<file path="config.mk">
export PLATFORM = sky130hd
export DESIGN_NAME = quadrature_knob_event_decoder
export DESIGN_NICKNAME = d
export VERILOG_FILES = /design/src/hw/rtl/qked_pkg.sv /design/src/hw/rtl/qked_decode.sv /design/src/hw/rtl/qked_out_buf.sv /design/src/hw/rtl/quadrature_knob_event_decoder.sv
export SDC_FILE = /design/constraint.sdc
export NUM_CORES = 1
export LEC_CHECK = 0
export ABC_AREA = 1
export BUFFER_PORTS_ARGS = -buffer_cell sky130_fd_sc_hd__buf_2
export CAP_MARGIN = 40
export CORE_MARGIN = 2
export CORE_UTILIZATION = 50
export CTS_CLUSTER_SIZE = 30
export DETAILED_ROUTE_END_ITERATION = 7
export GPL_TIMING_DRIVEN = 0
export HOLD_SLACK_MARGIN = 0.15
export PLACE_DENSITY = 0.68
export SLEW_MARGIN = 20
export SYNTH_ARGS = -nofsm -noshare
export SYNTH_HDL_FRONTEND = slang
export SYNTH_SLANG_ARGS = --single-unit
</file>
<file path="constraint.sdc">
create_clock -name clk -period 7.8 [get_ports clk]
set_input_delay 0.78 -clock clk [delete_from_list [all_inputs] [get_ports clk]]
set_output_delay 0.78 -clock clk [all_outputs]
set_load 0.05 [all_outputs]
</file>
<file path="src/hw/rtl/qked_pkg.sv">
// ----------------------------------------------------------------------------
// qked_pkg
// Shared types, codes and the quadrature transition lookup for the knob
// event decoder.
// ----------------------------------------------------------------------------
package qked_pkg;

  // fixed width of the debounce window register
  localparam int DEBOUNCE_W = 20;

  // reset values of the configuration registers
  localparam logic [DEBOUNCE_W-1:0] DEBOUNCE_RESET = 20'd5000;
  localparam logic                  ACTIVE_LOW_RESET = 1'b1;

  // idle pulled-up a/b levels, a in bit 1
  localparam logic [1:0] AB_IDLE = 2'b11;

  // configuration register indexes
  localparam logic CFG_DEBOUNCE_TICKS    = 1'b0;
  localparam logic CFG_BUTTON_ACTIVE_LOW = 1'b1;

  // command codes
  localparam logic CMD_SAMPLE = 1'b0;
  localparam logic CMD_RESYNC = 1'b1;

  typedef enum logic [1:0] {
    KIND_LEFT   = 2'd0,
    KIND_RIGHT  = 2'd1,
    KIND_BUTTON = 2'd2
  } kind_t;

  typedef enum logic [1:0] {
    MOVE_NONE,
    MOVE_LEFT,
    MOVE_RIGHT
  } move_t;

  typedef struct packed {
    logic [DEBOUNCE_W-1:0] debounce_ticks;
    logic                  button_active_low;
  } cfg_t;

  typedef struct packed {
    kind_t kind;
    logic  last_of_run;
  } result_t;

  // results caused by one accepted request, first is always used first
  typedef struct packed {
    logic [1:0] count;
    result_t    first;
    result_t    second;
  } push_t;

  // quadrature transition table, index is {previous_ab, current_ab}
  function automatic move_t quad_move(input logic [3:0] idx);
    move_t mv;
    unique case (idx)
      4'd1, 4'd7, 4'd8, 4'd14:  mv = MOVE_LEFT;
      4'd2, 4'd4, 4'd11, 4'd13: mv = MOVE_RIGHT;
      default:                  mv = MOVE_NONE;
    endcase
    return mv;
  endfunction

endpackage

</file>
<file path="src/hw/rtl/qked_decode.sv">
// ----------------------------------------------------------------------------
// qked_decode
// Knob state and single-pass decode: quadrature step, button edge and the
// two saturating lockout counters.
// ----------------------------------------------------------------------------
module qked_decode #(
  parameter int TIMER_WIDTH = 20
) (
  input  logic            clk,
  input  logic            rst,
  input  logic            accept,
  input  logic            command,
  input  logic            pin_a_level,
  input  logic            pin_b_level,
  input  logic            button_level,
  input  qked_pkg::cfg_t  cfg,
  output qked_pkg::push_t push
);

  localparam int CMP_W = (TIMER_WIDTH > qked_pkg::DEBOUNCE_W) ?
                         TIMER_WIDTH : qked_pkg::DEBOUNCE_W;
  localparam logic [TIMER_WIDTH-1:0] TIMER_MAX = {TIMER_WIDTH{1'b1}};

  logic [1:0]             previous_ab;
  logic [TIMER_WIDTH-1:0] ticks_since_step;
  logic [TIMER_WIDTH-1:0] ticks_since_button;
  logic                   button_was_active;

  logic [1:0]             cur_ab;
  logic [TIMER_WIDTH-1:0] step_elapsed;
  logic [TIMER_WIDTH-1:0] button_elapsed;
  logic                   step_ok;
  logic                   button_ok;
  qked_pkg::move_t        mv;
  logic                   active;
  logic                   step_fire;
  logic                   button_fire;
  logic                   sample;

  // elapsed counters advance once per request, saturating
  assign step_elapsed   = (ticks_since_step == TIMER_MAX) ?
                          TIMER_MAX : ticks_since_step + 1'b1;
  assign button_elapsed = (ticks_since_button == TIMER_MAX) ?
                          TIMER_MAX : ticks_since_button + 1'b1;
  assign step_ok   = CMP_W'(step_elapsed) >= CMP_W'(cfg.debounce_ticks);
  assign button_ok = CMP_W'(button_elapsed) >= CMP_W'(cfg.debounce_ticks);

  // step and button decision
  assign cur_ab      = {pin_a_level, pin_b_level};
  assign sample      = (command == qked_pkg::CMD_SAMPLE);
  assign mv          = qked_pkg::quad_move({previous_ab, cur_ab});
  assign active      = cfg.button_active_low ? ~button_level : button_level;
  assign step_fire   = accept && sample && (mv != qked_pkg::MOVE_NONE) && step_ok;
  assign button_fire = accept && sample && active && !button_was_active && button_ok;

  // pack results, step first then button
  always_comb begin
    push.count              = 2'd0;
    push.first.kind         = qked_pkg::KIND_BUTTON;
    push.first.last_of_run  = 1'b1;
    push.second.kind        = qked_pkg::KIND_BUTTON;
    push.second.last_of_run = 1'b1;
    if (step_fire) begin
      push.first.kind        = (mv == qked_pkg::MOVE_RIGHT) ?
                               qked_pkg::KIND_RIGHT : qked_pkg::KIND_LEFT;
      push.first.last_of_run = !button_fire;
      push.count             = button_fire ? 2'd2 : 2'd1;
    end else if (button_fire) begin
      push.count = 2'd1;
    end
  end

  // knob state
  always_ff @(posedge clk) begin
    if (rst) begin
      previous_ab        <= qked_pkg::AB_IDLE;
      ticks_since_step   <= '0;
      ticks_since_button <= TIMER_MAX;
      button_was_active  <= 1'b0;
    end else if (accept) begin
      previous_ab        <= cur_ab;
      ticks_since_step   <= step_fire ? '0 : step_elapsed;
      ticks_since_button <= button_fire ? '0 : button_elapsed;
      if (sample) begin
        button_was_active <= active;
      end
    end
  end

endmodule

</file>
<file path="src/hw/rtl/qked_out_buf.sv">
// ----------------------------------------------------------------------------
// qked_out_buf
// Three-entry result buffer: takes up to two results a cycle, hands out one
// a cycle unless stalled, and holds off requests when two free entries are not sure.
// ----------------------------------------------------------------------------
module qked_out_buf (
  input  logic              clk,
  input  logic              rst,
  input  qked_pkg::push_t   push,
  input  logic              out_stall,
  output logic              room,
  output logic              out_valid,
  output qked_pkg::result_t head
);

  localparam int DEPTH = 3;

  qked_pkg::result_t slots [DEPTH];
  qked_pkg::result_t slots_next [DEPTH];
  logic [1:0]        count;
  logic [1:0]        count_next;
  logic [1:0]        kept;
  logic              pop;

  assign out_valid = (count != 2'd0);
  assign head      = slots[0];
  assign pop       = out_valid && !out_stall;
  // two free entries after this cycle's pop
  assign room      = !((count == 2'd3) || ((count == 2'd2) && !pop));

  // shift out the head, then append new results behind what is kept
  always_comb begin
    for (int i = 0; i < DEPTH; i++) begin
      slots_next[i] = slots[i];
    end
    kept = count;
    if (pop) begin
      slots_next[0] = slots[1];
      slots_next[1] = slots[2];
      kept          = count - 2'd1;
    end
    if (push.count != 2'd0) begin
      slots_next[kept] = push.first;
    end
    if (push.count == 2'd2) begin
      slots_next[2'(kept + 2'd1)] = push.second;
    end
    count_next = kept + push.count;
  end

  // fill count
  always_ff @(posedge clk) begin
    if (rst) begin
      count <= 2'd0;
    end else begin
      count <= count_next;
    end
  end

  // result payload
  always_ff @(posedge clk) begin
    for (int i = 0; i < DEPTH; i++) begin
      slots[i] <= slots_next[i];
    end
  end

endmodule

</file>
<file path="src/hw/rtl/quadrature_knob_event_decoder.sv">
// A result is written into the output buffer and offered from its head.
// Throughput: one request per cycle unless in_stall, one result per cycle unless
// out_stall; two results of one request leave in turn by the single result port.
// Reset: synchronous; config returns to 5000 ticks and active-low button,
// steps are locked out for one window, the button is allowed at once.
// ----------------------------------------------------------------------------
// quadrature_knob_event_decoder
// Quadrature knob and push button event decoder with debounce lockout.
// ----------------------------------------------------------------------------
module quadrature_knob_event_decoder #(
  parameter int TIMER_WIDTH = 20
) (
  input  logic                            clk,
  input  logic                            rst,
  // config write channel
  input  logic                            cfg_valid,
  output logic                            cfg_ready,
  input  logic                            cfg_index,
  input  logic [qked_pkg::DEBOUNCE_W-1:0] cfg_data,
  // sample channel
  input  logic                            in_valid,
  output logic                            in_stall,
  input  logic                            command,
  input  logic                            pin_a_level,
  input  logic                            pin_b_level,
  input  logic                            button_level,
  // event channel
  output logic                            out_valid,
  input  logic                            out_stall,
  output logic [1:0]                      event_kind,
  output logic                            last_of_run
);

  qked_pkg::cfg_t    cfg;
  qked_pkg::push_t   push;
  qked_pkg::result_t head;
  logic              room;
  logic              accept;

  assign cfg_ready = 1'b1;
  assign in_stall  = !room;
  assign accept    = in_valid && room;

  // configuration registers
  always_ff @(posedge clk) begin
    if (rst) begin
      cfg.debounce_ticks    <= qked_pkg::DEBOUNCE_RESET;
      cfg.button_active_low <= qked_pkg::ACTIVE_LOW_RESET;
    end else if (cfg_valid && cfg_ready) begin
      unique case (cfg_index)
        qked_pkg::CFG_DEBOUNCE_TICKS:    cfg.debounce_ticks    <= cfg_data;
        qked_pkg::CFG_BUTTON_ACTIVE_LOW: cfg.button_active_low <= cfg_data[0];
      endcase
    end
  end

  qked_decode #(
    .TIMER_WIDTH(TIMER_WIDTH)
  ) u_decode (
    .clk          (clk),
    .rst          (rst),
    .accept       (accept),
    .command      (command),
    .pin_a_level  (pin_a_level),
    .pin_b_level  (pin_b_level),
    .button_level (button_level),
    .cfg          (cfg),
    .push         (push)
  );

  qked_out_buf u_out_buf (
    .clk       (clk),
    .rst       (rst),
    .push      (push),
    .out_stall (out_stall),
    .room      (room),
    .out_valid (out_valid),
    .head      (head)
  );

  assign event_kind  = head.kind;
  assign last_of_run = head.last_of_run;

endmodule
</file>
==> flow_metrics.tcl <==
set metrics [dict create \
    vias 4915 \
    stdcell_count 935 \
    cp-end-kind "flop" \
    clk_pin_slew_worst_paths_ps 80 \
    r2r_cells 25 \
    cts-buffers-inserted 9 \
    rows 37 \
    syn_area_um2 5309 \
    timing.fmax_mhz 228.4 \
    avgSynthCellArea_um2 7.078 \
    place_ws_ps 3541 \
    antenna_found_initial 0 \
    startpoint "u_decode.ticks_since_button[0]" \
    drcViolationCount 0 \
    ys_ff_latch 75 \
    hold_path_class "flop to flop" \
    slew_headroom_pct 60.10 \
    drt-initial-drc-count 284 \
    status "finished clean" \
    netlist_instances 750 \
    synth-seq-area-share_pct 28.28 \
    wl_um 12980 \
    area_growth_syn_to_layout_pct 10.46 \
    max_cap_violations 0 \
    dp_hpwl_um 10280 \
    grt_max_degree 13 \
    finalSetupTns_ps 0 \
    dp_cells 920 \
    dieArea_um2 11460 \
    yosysWarnings 0 \
    fp.dieH_um 107.0 \
    clk_latency_ps 360 \
    cts-resized-gates 0 \
    clock-sinks 75 \
    critPathKind "flop to flop" \
    power.leakage_nw 2.841 \
    worstMarginPinSlew_ps 598.6 \
    fin_ws_ps 3421 \
    ioPinCount 36 \
    final_cell_area_um2 5864 \
    syn_nets 827 \
    antenna_cells 0 \
    fin_crit_ps 4379 \
    ir_worst_vdd_mv 0.1428 \
    fp.dieW_um 107.0 \
    cp.required_ps 8100 \
    final-hold-violation-count 0 \
    synth-edff-count 0 \
    drv_slew 0 \
    layout-drive-gt1-share_pct 16.02 \
    grt_usage_pct 23.95 \
    ant_nets 0 \
    n_fill_cell 993 \
    cp.arrival_ps 4680 \
    grt_pass1_wl_um 21810 \
    ys_top_cells_by_area "dfxtp_1, nand2_1, ha_1" \
    clock_path_buffers 2 \
    postCtsHoldBufs 0 \
    synth_area_leader_cell "dfxtp_1" \
    placed_area_um2 5649 \
    synth_top_area_share_pct 28.28 \
    initial_core_util_pct 51.42 \
    ys_top_cells_by_count "nand2_1, inv_1, dfxtp_1, nand3_1, a21oi_1" \
    core_area_um2 10320 \
    h-tree-depth 3 \
    drt-pass1-iter-count 5 \
    port_buffers 34 \
    finalPower_mw 1.560 \
    wl_per_cell_um 13.89 \
    rsz0062_at_grt "false" \
    root_buffer "clkbuf_8" \
    ys_types 46 \
    rr_startpoint "u_decode.ticks_since_button[0]" \
    setup-violations-final 0 \
    whs_path_depth 2 \
    power.density_nw_per_um2 266.0 \
    yosysMostFrequentCell "nand2_1" \
    grt_pass1_vias 4714 \
    period_share_pct 56.14 \
    async_reset_ff_share_pct 0 \
    skew_ps 3.917 \
    synthFlopType "dfxtp_1" \
    gp_congestion 0.9114 \
    grt-ovfl-total 0 \
    hold_start "u_decode.ticks_since_step[19]" \
    vias_per_cell 5.257 \
    cp_max_fo 10 \
    nets 872 \
    post_cts_buffers 0 \
    startpoint_type "flop" \
    cts_tree "built" \
]
[layer usage]
layer | GRT usage (%) | share of wire (%) | vias up
met4 | 11.04 | 3.3 | 0
li1 | - | - | 2528
met1 | 30.32 | 47 | 2272
met2 | 40.10 | 46 | 90
met5 | 0 | 0 | -
met3 | 3.404 | 3.2 | 25
[registers in the layout, indices dropped and copies added (netlist names)]
register / cells
cfg: 21
u_decode.ticks_since_button: 20
u_decode.ticks_since_step: 20
u_out_buf.slots: 9
u_decode.previous_ab: 2
u_out_buf.count: 2
u_decode.button_was_active: 1
[logic make-up after synthesis]
group	Yosys count	synth area share, %
buffers and inverters	124	10.11
other	1	0.07064
DFF	75	28.28
xor gates and xnor gates	24	3.959
adders and majority gates	47	11.08
AOI/OAI and AO/OA	120	12.92
and+or+nand+nor	357	33.21
muxes	2	0.3771
[stage by stage]
step / util, % / hold slack [ps]
4_1_cts: 56.81 / 485.9
3_5_place_dp: 54.72 / 473.4
3_3_place_gp: 54.72 / 459.6
6_report: 56.81 / 484.5
2_1_floorplan: - / 446.9
5_1_grt: 56.81 / 512.9
[cells in the final DEF (no fill, tap or decap), types with 2 or more instances in the layout]
cell type      instances
xor2_1                19
nand2_2               14
clkbuf_1              10
nand4_1                7
nor3_1                 7
mux2i_1                2
o21ai_1                9
nor3_2                 3
a21o_1                 2
a21oi_2               10
clkbuf_8              12
nand2_1              178
xnor2_1                5
nor2_2                 3
dlygate4sd1_1          2
buf_2                 40
o21ai_0               29
or2_0                  4
nor3b_2                2
dfxtp_1               75
nand2_4                4
clkinv_2               2
buf_6                  2
nand3_1               64
inv_1                 96
nor2_4                 4
ha_1                  47
o211ai_1               9
a21oi_1               57
buf_4                  5
nand3_2               16
nor2_1                42
bufinv_16              2
[worst paths after layout]
path              slack [ps]                             to
setup / recovery        3420          u_out_buf.slots[0][2]
hold / removal           480  u_decode.ticks_since_step[19]
setup reg to reg        3420          u_out_buf.slots[0][2]
hold reg to reg          480  u_decode.ticks_since_step[19]
[report_power, final]
group,internal [mW],switching (mW),total [mW]
Clock,0.186,0.150,0.335
Combinational,0.255,0.466,0.721
Sequential,0.451,0.0519,0.503
[final cells by class]
class	instances	area, um^2	area share [%]
buffer	27	172.7	2.944
clock buffer	10	137.6	2.347
clock inverter	5	77.57	1.323
inverter	97	364.1	6.209
multi-input combinational	551	3271	55.77
sequential	75	1501	25.60
tap	136	170.2	2.902
timing repair buffer	34	170.2	2.902
[critical path, stage by stage (launching register included)]
cell and delay (ps):
dfxtp_1 360, ha_1 210, nand3_2 120, nor2_2 130, nand3_2 110, nor2_4 190, nand2_2 120, nor2_1 230
nand2_1 80, nand2_1 60, nand3_1 120, ha_1 310, nand2_1 70, nor2_1 220, nand2_1 100, nor2_1 110
nand2_1 50, nand4_1 230, nand2_2 200, buf_2 230, inv_1 140, ha_1 250, inv_1 120, nor3_1 350
inv_1 100, nand3_1 100
Power figures use the tool's default switching activity.
